### config.mk
export PLATFORM = sky130hd
export DESIGN_NAME = nnis_ctrl
export DESIGN_NICKNAME = d
export VERILOG_FILES = /design/src/design/nnis_pkg.sv /design/src/design/nnis_ctrl.sv
export SDC_FILE = /design/constraint.sdc
export NUM_CORES = 1
export LEC_CHECK = 0
export BUFFER_PORTS_ARGS = -buffer_cell sky130_fd_sc_hd__buf_4
export CORE_AREA = 3 3 40 42
export DETAILED_ROUTE_END_ITERATION = 8
export DIE_AREA = 0 0 43 45
export PLACE_DENSITY_LB_ADDON = 0.1
export SKIP_LAST_GASP = 1
export SYNTH_ARGS = -nofsm -noshare
export SYNTH_HDL_FRONTEND = slang
export SYNTH_SLANG_ARGS = --single-unit
### constraint.sdc
create_clock -name i_clk -period 1.25 [get_ports i_clk]
set_input_delay 0.125 -clock i_clk [delete_from_list [all_inputs] [get_ports i_clk]]
set_output_delay 0.125 -clock i_clk [all_outputs]
set_load 0.01 [all_outputs]
### src/design/nnis_pkg.sv
`timescale 1ns / 1ps
// ----------------------------------------------------------------------------
// nnis_pkg
// Shared types and constants of the nearest-neighbor image scaler.
// ----------------------------------------------------------------------------
package nnis_pkg;

    localparam int PIX_W      = 32;
    localparam int SRC_CFG_W  = 9;
    localparam int TGT_CFG_W  = 12;
    localparam int CFG_DATA_W = 12;
    localparam int CFG_IDX_W  = 3;

    localparam logic [CFG_IDX_W-1:0] CFG_SRC_WIDTH  = 3'd0;
    localparam logic [CFG_IDX_W-1:0] CFG_SRC_HEIGHT = 3'd1;
    localparam logic [CFG_IDX_W-1:0] CFG_TGT_WIDTH  = 3'd2;
    localparam logic [CFG_IDX_W-1:0] CFG_TGT_HEIGHT = 3'd3;

    localparam logic MODE_LOAD = 1'b0;
    localparam logic MODE_EMIT = 1'b1;

    typedef struct packed {
        logic cfg_wr;
        logic div_load;
        logic div_step;
        logic step_load;
        logic load_wr;
        logic emit_start;
        logic addr_en;
        logic rd_en;
        logic out_load;
    } t_dp_cmd;

    typedef struct packed {
        logic out_free;
        logic cfg_hit;
    } t_dp_status;

endpackage

### src/design/nnis_ctrl.sv
`timescale 1ns / 1ps
// ----------------------------------------------------------------------------
// nnis_ctrl
// Controller: step-ratio division sequence, load and emit item sequencing.
// ----------------------------------------------------------------------------
module nnis_ctrl #(
    parameter int DIV_STEPS = 25
) (
    input  logic                 i_clk,
    input  logic                 i_rst_n,
    input  logic                 i_in_acc,
    input  logic                 i_cfg_acc,
    input  logic                 i_cfg_valid,
    input  logic                 i_mode,
    input  nnis_pkg::t_dp_status i_status,
    output logic                 o_in_ready,
    output logic                 o_cfg_ready,
    output nnis_pkg::t_dp_cmd    o_cmd
);
    import nnis_pkg::*;

    localparam int CNT_W = (DIV_STEPS > 1) ? $clog2(DIV_STEPS) : 1;

    localparam logic [2:0] S_DSTART = 3'd0;
    localparam logic [2:0] S_DIV    = 3'd1;
    localparam logic [2:0] S_DEND   = 3'd2;
    localparam logic [2:0] S_IDLE   = 3'd3;
    localparam logic [2:0] S_ADR    = 3'd4;
    localparam logic [2:0] S_RD     = 3'd5;
    localparam logic [2:0] S_OUT    = 3'd6;

    logic [2:0]       r_state, n_state;
    logic [CNT_W-1:0] r_cnt, n_cnt;

    always_ff @(posedge i_clk) begin
        if (!i_rst_n) begin
            r_state <= S_DSTART;
            r_cnt   <= '0;
        end else begin
            r_state <= n_state;
            r_cnt   <= n_cnt;
        end
    end

    always_comb begin
        n_state     = r_state;
        n_cnt       = r_cnt;
        o_cmd       = '0;
        o_in_ready  = 1'b0;
        o_cfg_ready = 1'b0;
        case (r_state)
            S_DSTART: begin
                o_cmd.div_load = 1'b1;
                n_cnt          = '0;
                n_state        = S_DIV;
            end
            S_DIV: begin
                o_cmd.div_step = 1'b1;
                if (r_cnt == CNT_W'(DIV_STEPS - 1)) begin
                    n_state = S_DEND;
                end else begin
                    n_cnt = r_cnt + CNT_W'(1);
                end
            end
            S_DEND: begin
                o_cmd.step_load = 1'b1;
                n_state         = S_IDLE;
            end
            S_IDLE: begin
                o_cfg_ready = 1'b1;
                o_in_ready  = !i_cfg_valid;
                if (i_cfg_acc) begin
                    o_cmd.cfg_wr = 1'b1;
                    if (i_status.cfg_hit) begin
                        n_state = S_DSTART;
                    end
                end else if (i_in_acc) begin
                    if (i_mode == MODE_EMIT) begin
                        o_cmd.emit_start = 1'b1;
                        n_state          = S_ADR;
                    end else begin
                        o_cmd.load_wr = 1'b1;
                    end
                end
            end
            S_ADR: begin
                o_cmd.addr_en = 1'b1;
                n_state       = S_RD;
            end
            S_RD: begin
                o_cmd.rd_en = 1'b1;
                n_state     = S_OUT;
            end
            S_OUT: begin
                if (i_status.out_free) begin
                    o_cmd.out_load = 1'b1;
                    n_state        = S_IDLE;
                end
            end
            default: begin
                n_state = S_DSTART;
            end
        endcase
    end

`ifndef ASSERT_OFF
    a_no_dual_accept: assert property (@(posedge i_clk) disable iff (!i_rst_n)
        !(i_in_acc && i_cfg_acc))
        else $error("item and register write accepted together");

    a_cfg_blocks_items: assert property (@(posedge i_clk) disable iff (!i_rst_n)
        (i_cfg_acc && i_status.cfg_hit) |=> !o_in_ready && !o_cfg_ready)
        else $error("ports open while step ratios are recomputed");
`endif

endmodule

* Word level (Yosys, flattened, before mapping)
Cells that the tools add are included.
** Storage, ports and cells
- Bits in registers :: 8
- Input port bits :: 8
- Output and inout port bits :: 11
- Word-level logic and storage cells :: 46
** Cells by class
- $add $sub $neg :: 1
- Equal/unequal tests :: 13
- Mux-type cells :: 25
- Reduce and logical (&&, ||, !) cells :: 5
** Operator list (number)
- 3-bit one-hot mux with 7 select lines :: 1
- 3-bit 2-to-1 mux :: 6
- 1-bit 2-to-1 mux :: 13
- 5-bit one-hot mux with 2 select lines :: 1
- 3-bit equality test (second input constant) :: 3
- 3-bit inequality test (second input constant) :: 3
- 3-bit by 2-bit equality test with 1-bit output (second input constant) :: 2
- 2-bit 2-to-1 mux :: 3
- 2-bit inequality test (second input constant) :: 3
- 5-bit by 1-bit adder with 5-bit output (second input constant) :: 1
- 5-bit equality test (second input constant) :: 1
- 5-bit 2-to-1 mux :: 1
- 5-bit AND reduction :: 1
- 3-bit by 1-bit equality test with 1-bit output (second input constant) :: 1
- 3-bit logical NOT :: 1
- 2-bit AND reduction :: 1
- 2-bit nonzero test :: 1
- 1-bit logical NOT :: 1

* Depth between registers and ports, before layout
Gate-level depths: netlist of the first run.
- Depth after elaboration :: 4
- Depth in mapped cells :: 5
- Gate-level depth less buffers :: 5

* Least setup slack after synthesis of the first run
Ideal clock, no wire load.
- Path kind :: register -> register
- Start :: register r_state[2]
- End :: register r_cnt[3]
- Library setup time :: 0.070 ns
- Arrival :: 1.238 ns
- Required time :: 1.180 ns
- Slack :: -0.058 ns
- Cell stages (with the launch flop) :: 5
- Path buffers :: 1
- Clock period less this slack :: 1.308 ns
- Path through :: dfxtp_1 -> buf_6 -> or3b_4 -> or3_1 -> a21oi_1
** On the way
- Cells in the longest elaborated chain, start to end :: 3
- Elaborated cells between the ends (all ways) :: 6
- Those cells by class :: eq/ne (2); mux (1); reduce/logical (3)
** RTL lines
- from (decl) :: RTL line nnis_ctrl.sv:32 : logic [2:0] r_state, n_state;
- from (signal assigned) :: RTL line nnis_ctrl.sv:40 : r_state <= n_state;
- 3-bit by 1-bit equality test with 1-bit output or 3-bit logical NOT (tied branches) :: RTL line nnis_ctrl.sv:51 : case (r_state)
- 2-bit inequality test (no source line) or 2-bit nonzero test (tied branches)
- 2-bit AND reduction (no source line)
- to (signal assigned) :: RTL line nnis_ctrl.sv:41 : r_cnt <= n_cnt;
- to (decl) :: RTL line nnis_ctrl.sv:33 : logic [CNT_W-1:0] r_cnt, n_cnt;
Parallel ways exist; a longest one is shown, timed or not.
A chain may end at the register's enable or synchronous reset.

* Worst setup path after layout of the first run
Same ends and word-level chain as after synthesis.

==> flow_summary.yaml, run 1 <==
global_route:
  grt_first_pass_wirelength_um: 2150
  grt-ovfl-total: 0
  grt_max_degree: 12
  grt_pass1_vias: 538
  grt_usage: 0.148
  antenna_found_initial: 0
finish:
  diodes: 0
  layout-drive-gt1-share: 0.515
  nNetsFinal: 111
  final_area_um2: 835
  area_growth_pct: 59.2
sta:
  clock_skew_ns: 0.00466
  fmax_ghz: 0.750
  final_hold_viol_count: 0
  slew_viol_final: 0
  rsz0062_at_grt: "true"
  setup_ws_ns: -0.0826
  finalSetupViolations: 8
  final.period_utilization: 1.07
  worst_pin_slew_ns: 0.260
  maxSlewHeadroom: 0.825
  min_period_ns: 1.33
logic_synthesis:
  synthCells: 70
  synth_nets: 80
  synthTopCellsByCount: "nand2_1 (10), dfxtp_1 (8), nor2_1 (6), inv_1 (5), o21ai_0 (4)"
  yosysSeqAreaShare: 0.305
  synth_edf_count: 0
  netlist_area_um2: 524
  ys_types: 24
  synth.most_common_cell: "nand2_1"
  ys_warn_count: 0
  synthTopCellsByArea: "dfxtp_1 (31%), nand2_1 (7.2%), ha_1 (4.8%)"
  async_flop_share: 0
  ys_seq_elements: 8
  synth.avg_cell_area_um2: 7.49
  yosysTopAreaCellShare: 0.305
  synth_ff_type: "dfxtp_1"
  yosys.area.top_type: "dfxtp_1"
floorplanning:
  fp.dieH_um: 45
  start_util: 0.408
  io_pins: 19
  placement_rows: 13
  core_um2: 1280
  fp.dieW_um: 43
  dieArea_um2: 1940
clocking:
  numCtsBuffers: 3
  tritoncts: "built"
  clockRootBuffer: "clkbuf_4"
  clkSinkCount: 8
  clk_latency_ns: 0.26
  h-tree-depth: 1
  clockBufferDepth: 2
  cts_hold_buffers: 0
  cts.clk_slew.worst_paths_ns: 0.06
power:
  p_leak_uw: 0.000380
  p_seq_frac: 0.481
  total_power_uw: 549
  p_comb_frac: 0.148
  p_sw_uw: 135
  p_int_uw: 414
  powerDensity_nw_per_um2: 658
  ir_drop_uv: 314
  clock_power_share: 0.372
  swShare: 0.246
worst_setup_path:
  crit_required_ns: 1.44
  crit_chain: "buf_4 -> or3b_4 -> or3_1 -> a21oi_1"
  end_kind: "register"
  path_delay_family: "simple AND/OR/NAND/NOR gates"
  cp_slowest_cell: "or3b_4"
  start_kind: "register"
  critPathKind: "reg2reg"
  max_stage_delay_ns: 0.38
  worstPathMaxFanout: 4
  critPathBufInv: 1
  arrival_ns: 1.52
worst_hold_path:
  hold_class: "in2reg"
run:
  maxCapViolCount: 0
routing:
  ant_nets: 0
  routed_wl_um: 1370
  detail_route.iter0.violations: 4
  drc: 0
  detail_route.vias_per_cell: 5.18
  wl_per_cell_um: 12.0
  dr.pass1.iters: 4
  num_vias: 590
place:
  place_area_um2: 704
  gp_congestion: 0.688
  io_buffer_count: 18
  hpwl_um: 915
outcome:
  outcome: "finished, violations left"
  violations: "setup timing"
## cell type report
| type | instances | area [µm²] |
|---|---|---|
| well taps | 15 | 18.8 |
| fillers | 115 | 450 |
| repair buffers | 29 | 226 |
| flip-flops and latches | 8 | 170 |
| multi-input cells | 54 | 378 |
| inverters | 5 | 18.8 |
| clock buffers | 3 | 22.5 |
## cell families after synthesis
| family | synth area share |
|---|---|
| buffers and inverters | 0.0716 |
| adder cells (fa/ha/maj) | 0.0477 |
| AND/OR/NAND/NOR | 0.379 |
| multiplexers | 0.0382 |
| flip-flops | 0.305 |
| AO/OA/AOI/OAI | 0.158 |
## placed cells by master, fill, tap and decap left out, drive strengths merged
cell type,count
buf,29
nand2,10
dfxtp,8
nor2,6
inv,5
o21ai,4
nand3b,3
nor3b,3
a31oi,3
o22ai,3
clkbuf,3
nor3,3
or3,2
a21oi,2
nor2b,2
mux2i,2
o21a,2
and2,2
ha,2
nor4b,1
or3b,1
nand2b,1
nand4b,1
nand4,1
## path summary, 6_finish.rpt
check,from,endpoint,slack (ns),cells past startpoint
worst max register to register,r_state[2],r_cnt[3],-0.08,4
worst min register to register,r_cnt[4],r_cnt[4],0.50,2
worst max-delay path,r_state[2],r_cnt[3],-0.08,4
worst min-delay path,i_rst_n,r_state[2],0.15,2
## power by group through the flow
stage          registers (µW)  clock network (µW)  logic, µW
6_report                  264                 204       81.1
5_1_grt                   264                 224       92.6
4_1_cts                   264                 212       71.4
3_5_place_dp              270                   0       69.2
3_3_place_gp              270                   0       68.8
2_1_floorplan             270                   0       29.7
## stage by stage
step	setup TNS [ns]	std cells	hold slack [ns]	setup WS (ns)	util
after floorplan	-0.00219	70	0.243	-0.00113	-
after global placement	-0.0114	106	0.410	-0.0114	0.548
after detailed placement	-0.0102	106	0.407	-0.0102	0.548
after CTS	-0.337	111	0.136	-0.103	0.598
after global routing	-1.04	114	0.160	-0.156	0.649
final	-0.342	114	0.149	-0.0826	0.649
## sequential cells by signal (all words and copies together) (netlist names)
signal	cells
r_state	3
r_cnt	5
## per-layer routing
layer / global-route usage / vias up / share of wire
li1: - / 302 / -
met3: 0.0239 / 2 / 0.046
met2: 0.260 / 18 / 0.54
met1: 0.167 / 268 / 0.40
met5: 0 / - / 0
met4: 0.0904 / 0 / 0.012
## worst reg2reg max path, cell delays in order (launching register included)
cell and delay [ns]:
dfxtp_2 0.32, buf_4 0.13, or3b_4 0.38, or3_1 0.31, a21oi_1 0.13
## repair_timing
| action | in CTS | in global routing |
|---|---|---|
| gates resized for setup | 9 | 14 |
| setup buffers | 2 | 2 |
| gates cloned | 0 | 1 |
| pin swaps | 2 | 7 |
| endpoints found under the setup margin | 9 | 17 |
Power figures use the tool's default switching activity.
==> run 2, diff against run 1 <==
==> constraint.sdc (replaced) <==
create_clock -name i_clk -period 1.27 [get_ports i_clk]
set_input_delay 0.127 -clock i_clk [delete_from_list [all_inputs] [get_ports i_clk]]
set_output_delay 0.127 -clock i_clk [all_outputs]
set_load 0.01 [all_outputs]
==> flow_summary.yaml, run 2 (same netlist as run 1, synthesis figures left out) <==
global_route:
  antenna_found_initial: 0
  grt_first_pass_wirelength_um: 2240
  grt_pass1_vias: 565
  grt_max_degree: 12
  grt_usage: 0.149
  grt-ovfl-total: 0
finish:
  final_area_um2: 857
  mostFrequentLayoutCells: "buf_4 (26), nand2_1 (10), o21ai_0 (4), buf_6 (4), dfxtp_1 (4)"
  final_common_cell: "buf_4"
  largestRegisters: "r_cnt: 5 flops, r_state: 3 flops"
  diodes: 0
  layout-drive-gt1-share: 0.490
  regMostFlops: "r_cnt"
  area_growth_pct: 63.5
  largest_reg_flops: 5
  nNetsFinal: 112
  final_core_util: 0.667
floorplanning:
  core_um2: 1280
  fp.dieW_um: 43
  fp.dieH_um: 45
  start_util: 0.408
  dieArea_um2: 1940
  io_pins: 19
  placement_rows: 13
worst_setup_path:
  rr_startpoint: "r_state[2]"
  reg2reg_depth: 4
  crit_required_ns: 1.14
  arrival_ns: 1.20
  rrSetupSlack_ns: -0.05
  start_kind: "register"
  end_kind: "output pin"
  critPathKind: "reg2out"
  rr_endpoint: "r_cnt[3]"
  worstPathMaxFanout: 4
  startpoint: "r_state[2]"
worst_hold_path:
  hold_class: "in2reg"
  min_to: "r_state[2]"
  hold_depth: 2
  hp-start: "i_rst_n"
routing:
  drt-met1-wl_um: 570
  routed_wl_um: 1410
  top_layer: "met4"
  wl_per_cell_um: 12.3
  dr_wl_met3_um: 50
  drc: 0
  ant_nets: 0
  dr_wl_met2_um: 772
  detail_route.iter0.violations: 4
  num_vias: 603
  detail_route.vias_per_cell: 5.24
  dr.pass1.iters: 4
run:
  maxCapViolCount: 0
sta:
  rsz0062_at_grt: "true"
  min_period_ns: 1.32
  setup_ws_ns: -0.0540
  tns_ns: -0.184
  final_hold_viol_count: 0
  slew_viol_final: 0
  fmax_ghz: 0.755
  final.period_utilization: 1.04
  clock_skew_ns: 0.00129
  worst_pin_slew_ns: 0.258
  maxSlewHeadroom: 0.827
  finalSetupViolations: 5
clocking:
  clockBufferDepth: 2
  h-tree-depth: 1
  clockRootBuffer: "clkbuf_4"
  tritoncts: "built"
  clkSinkCount: 8
  numCtsBuffers: 3
  cts.clk_slew.worst_paths_ns: 0.05
  clk_latency_ns: 0.24
place:
  gp_congestion: 0.677
  io_buffer_count: 18
  place_area_um2: 704
  hpwl_um: 983
power:
  p_leak_uw: 0.000383
  ir_drop_uv: 411
  powerDensity_nw_per_um2: 616
  total_power_uw: 528
outcome:
  outcome: "finished, violations left"
  violations: "setup timing"
==> run 2: critical path, stage by stage, from the launching register on <==
cell,delay [ns]
dfxtp_2,0.32
nand3b_1,0.23
nor4b_2,0.25
buf_4,0.16
==> run 2: through the flow <==
| step | hold slack [ns] | std cells | worst slack (ns) |
|---|---|---|---|
| 6_report | 0.171 | 115 | -0.0540 |
| 5_1_grt | 0.164 | 115 | -0.158 |
| 4_1_cts | 0.169 | 111 | -0.0783 |
| 3_5_place_dp | 0.419 | 106 | 0.00271 |
| 3_3_place_gp | 0.412 | 106 | 0.0239 |
| 2_1_floorplan | 0.245 | 70 | 0.0189 |
==> run 2: final cells by class <==
cell class	instances	area [µm²]
inverters	5	21.3
flip-flops and latches	8	168
multi-input cells	54	387
repair buffers	30	240
fillers	115	428
clock buffers	3	22.5
well taps	15	18.8
==> run 2: timing repair <==
item / in CTS / in global routing
gates resized for setup: 4 / 21
hold buffers: 0 / 0
pin swaps: 0 / 6
setup endpoints to repair: 7 / 15
setup buffers: 2 / 4
==> run 2: how the worst max path moves through the flow <==
stage,end,slack [ns]
final,o_cmd[4],-0.05
after global routing,o_cmd[4],-0.16
after CTS,o_cmd[6],-0.08
after detailed placement,r_cnt[4],0.003
after global placement,r_cnt[3],0.02
after floorplan,r_cnt[3],0.02
==> run 2: layer usage <==
metal,global-route usage,up-vias
met5,0,-
met4,0.0723,0
met3,0.0239,2
met2,0.278,14
met1,0.164,280
li1,-,307
==> run 2: report_power, final <==
part / total, µW / leakage (µW) / switching, µW / internal [µW]
logic: 80.5 / 0.000302 / 37.0 / 43.5
registers: 261 / 0.0000672 / 5.42 / 255
clock network: 186 / 0.0000138 / 78.8 / 108
total: 528 / 0.000383 / 121 / 406
==> run 3, diff against run 2 <==
==> constraint.sdc (replaced) <==
create_clock -name i_clk -period 1.6 [get_ports i_clk]
set_input_delay 0.16 -clock i_clk [delete_from_list [all_inputs] [get_ports i_clk]]
set_output_delay 0.16 -clock i_clk [all_outputs]
set_load 0.01 [all_outputs]
==> flow_summary.yaml, run 3 (same netlist as run 1, synthesis figures left out) <==
place:
  place_area_um2: 674
  io_buffer_count: 18
  gp_congestion: 0.741
  pre_cts_slack_ns: 0.257
  hpwl_um: 936
worst_setup_path:
  crit_required_ns: 1.44
  rr_startpoint: "r_state[1]"
  arrival_ns: 1.30
  critPathKind: "reg2out"
  start_kind: "register"
  end_kind: "output pin"
  startpoint: "r_state[1]"
  worstPathMaxFanout: 7
floorplanning:
  io_pins: 19
  placement_rows: 13
  fp.dieW_um: 43
  start_util: 0.408
  core_um2: 1280
  dieArea_um2: 1940
  fp.dieH_um: 45
global_route:
  grt-ovfl-total: 0
  grt_pass1_vias: 473
  grt_usage: 0.144
  antenna_found_initial: 0
  grt_first_pass_wirelength_um: 2070
  grt_max_degree: 12
finish:
  final_common_cell: "buf_4"
  final_area_um2: 704
  area_growth_pct: 34.4
  largestRegisters: "r_cnt: 5 flops, r_state: 3 flops"
  layout-drive-gt1-share: 0.289
  multi_input_area_um2: 333
  seqCellArea_um2: 161
  regMostFlops: "r_cnt"
  nNetsFinal: 102
  mostFrequentLayoutCells: "buf_4 (20), nand2_1 (10), dfxtp_1 (7)"
  largest_reg_flops: 5
  fillers: 141
  diodes: 0
clocking:
  h-tree-depth: 1
  cts.clk_slew.worst_paths_ns: 0.05
  clkSinkCount: 8
  tritoncts: "built"
  cts_hold_buffers: 0
  clockRootBuffer: "clkbuf_4"
  clk_latency_ns: 0.26
  numCtsBuffers: 3
  clockBufferDepth: 2
worst_hold_path:
  hp-start: "i_rst_n"
  hold_class: "in2reg"
power:
  ir_drop_uv: 409
  total_power_uw: 414
  p_leak_uw: 0.000316
  powerDensity_nw_per_um2: 588
routing:
  routed_wl_um: 1260
  drc: 0
  ant_nets: 0
  detail_route.vias_per_cell: 5.13
  num_vias: 539
  wl_per_cell_um: 12.0
  detail_route.iter0.violations: 3
  dr.pass1.iters: 4
sta:
  rsz0062_at_grt: "false"
  worst_pin_slew_ns: 0.397
  final.period_utilization: 0.911
  finalSetupViolations: 0
  fmax_ghz: 0.686
  clock_skew_ns: 0.00278
  tns_ns: 0
  maxSlewHeadroom: 0.735
  final_hold_viol_count: 0
  slew_viol_final: 0
  setup_ws_ns: 0.143
  min_period_ns: 1.46
outcome:
  outcome: "finished, final reports clean"
run:
  maxCapViolCount: 0
run 3: changes by cell type in the layout (fill, tap and decap cells not counted), sizes merged:
cell / change
buf: -10
run 3: critical path, stage by stage (launching register included):
cell and delay [ns]:
dfxtp_1 0.44, nand3b_1 0.19, nor4b_2 0.25, buf_4 0.16
run 3: what timing repair did:
action,4_1_cts,5_1_grt
endpoints found under the setup margin,0,2
resized for setup,0,2
buffers inserted,0,0
run 3: cell type report:
class / instances / share of cell area
Tap cell: 15 / 0.0266
Clock buffer: 3 / 0.0320
Sequential cell: 8 / 0.229
Timing Repair Buffer: 20 / 0.213
Inverter: 5 / 0.0266
Multi-Input combinational cell: 54 / 0.472
run 3: per-layer routing:
metal | vias up | GRT usage | wire, µm
met3 | 2 | 0.0637 | 79
met1 | 238 | 0.196 | 623
met4 | 0 | 0.0723 | 13
met2 | 11 | 0.192 | 546
li1 | 288 | - | -
met5 | - | 0 | 0
run 3: worst paths after layout:
check / end / slack (ns) / cells past startpoint
min reg2reg: r_cnt[4] / 0.50 / 2
max reg2reg: r_cnt[3] / 0.25 / 3
min: r_state[2] / 0.19 / 2
max: o_cmd[4] / 0.14 / 3
run 3: where the power goes:
part	internal, µW	leakage (µW)	switching, µW
Clock	85.9	0.0000138	69.9
Combinational	27.2	0.000236	23.6
Sequential	203	0.0000656	4.35
run 3: stage by stage:
step,cells,utilization,hold slack [ns]
detailed placement,102,0.525,0.468
finish,105,0.548,0.195
floorplan,70,-,0.278
global route,105,0.548,0.189
global placement,102,0.525,0.450
CTS,105,0.542,0.202
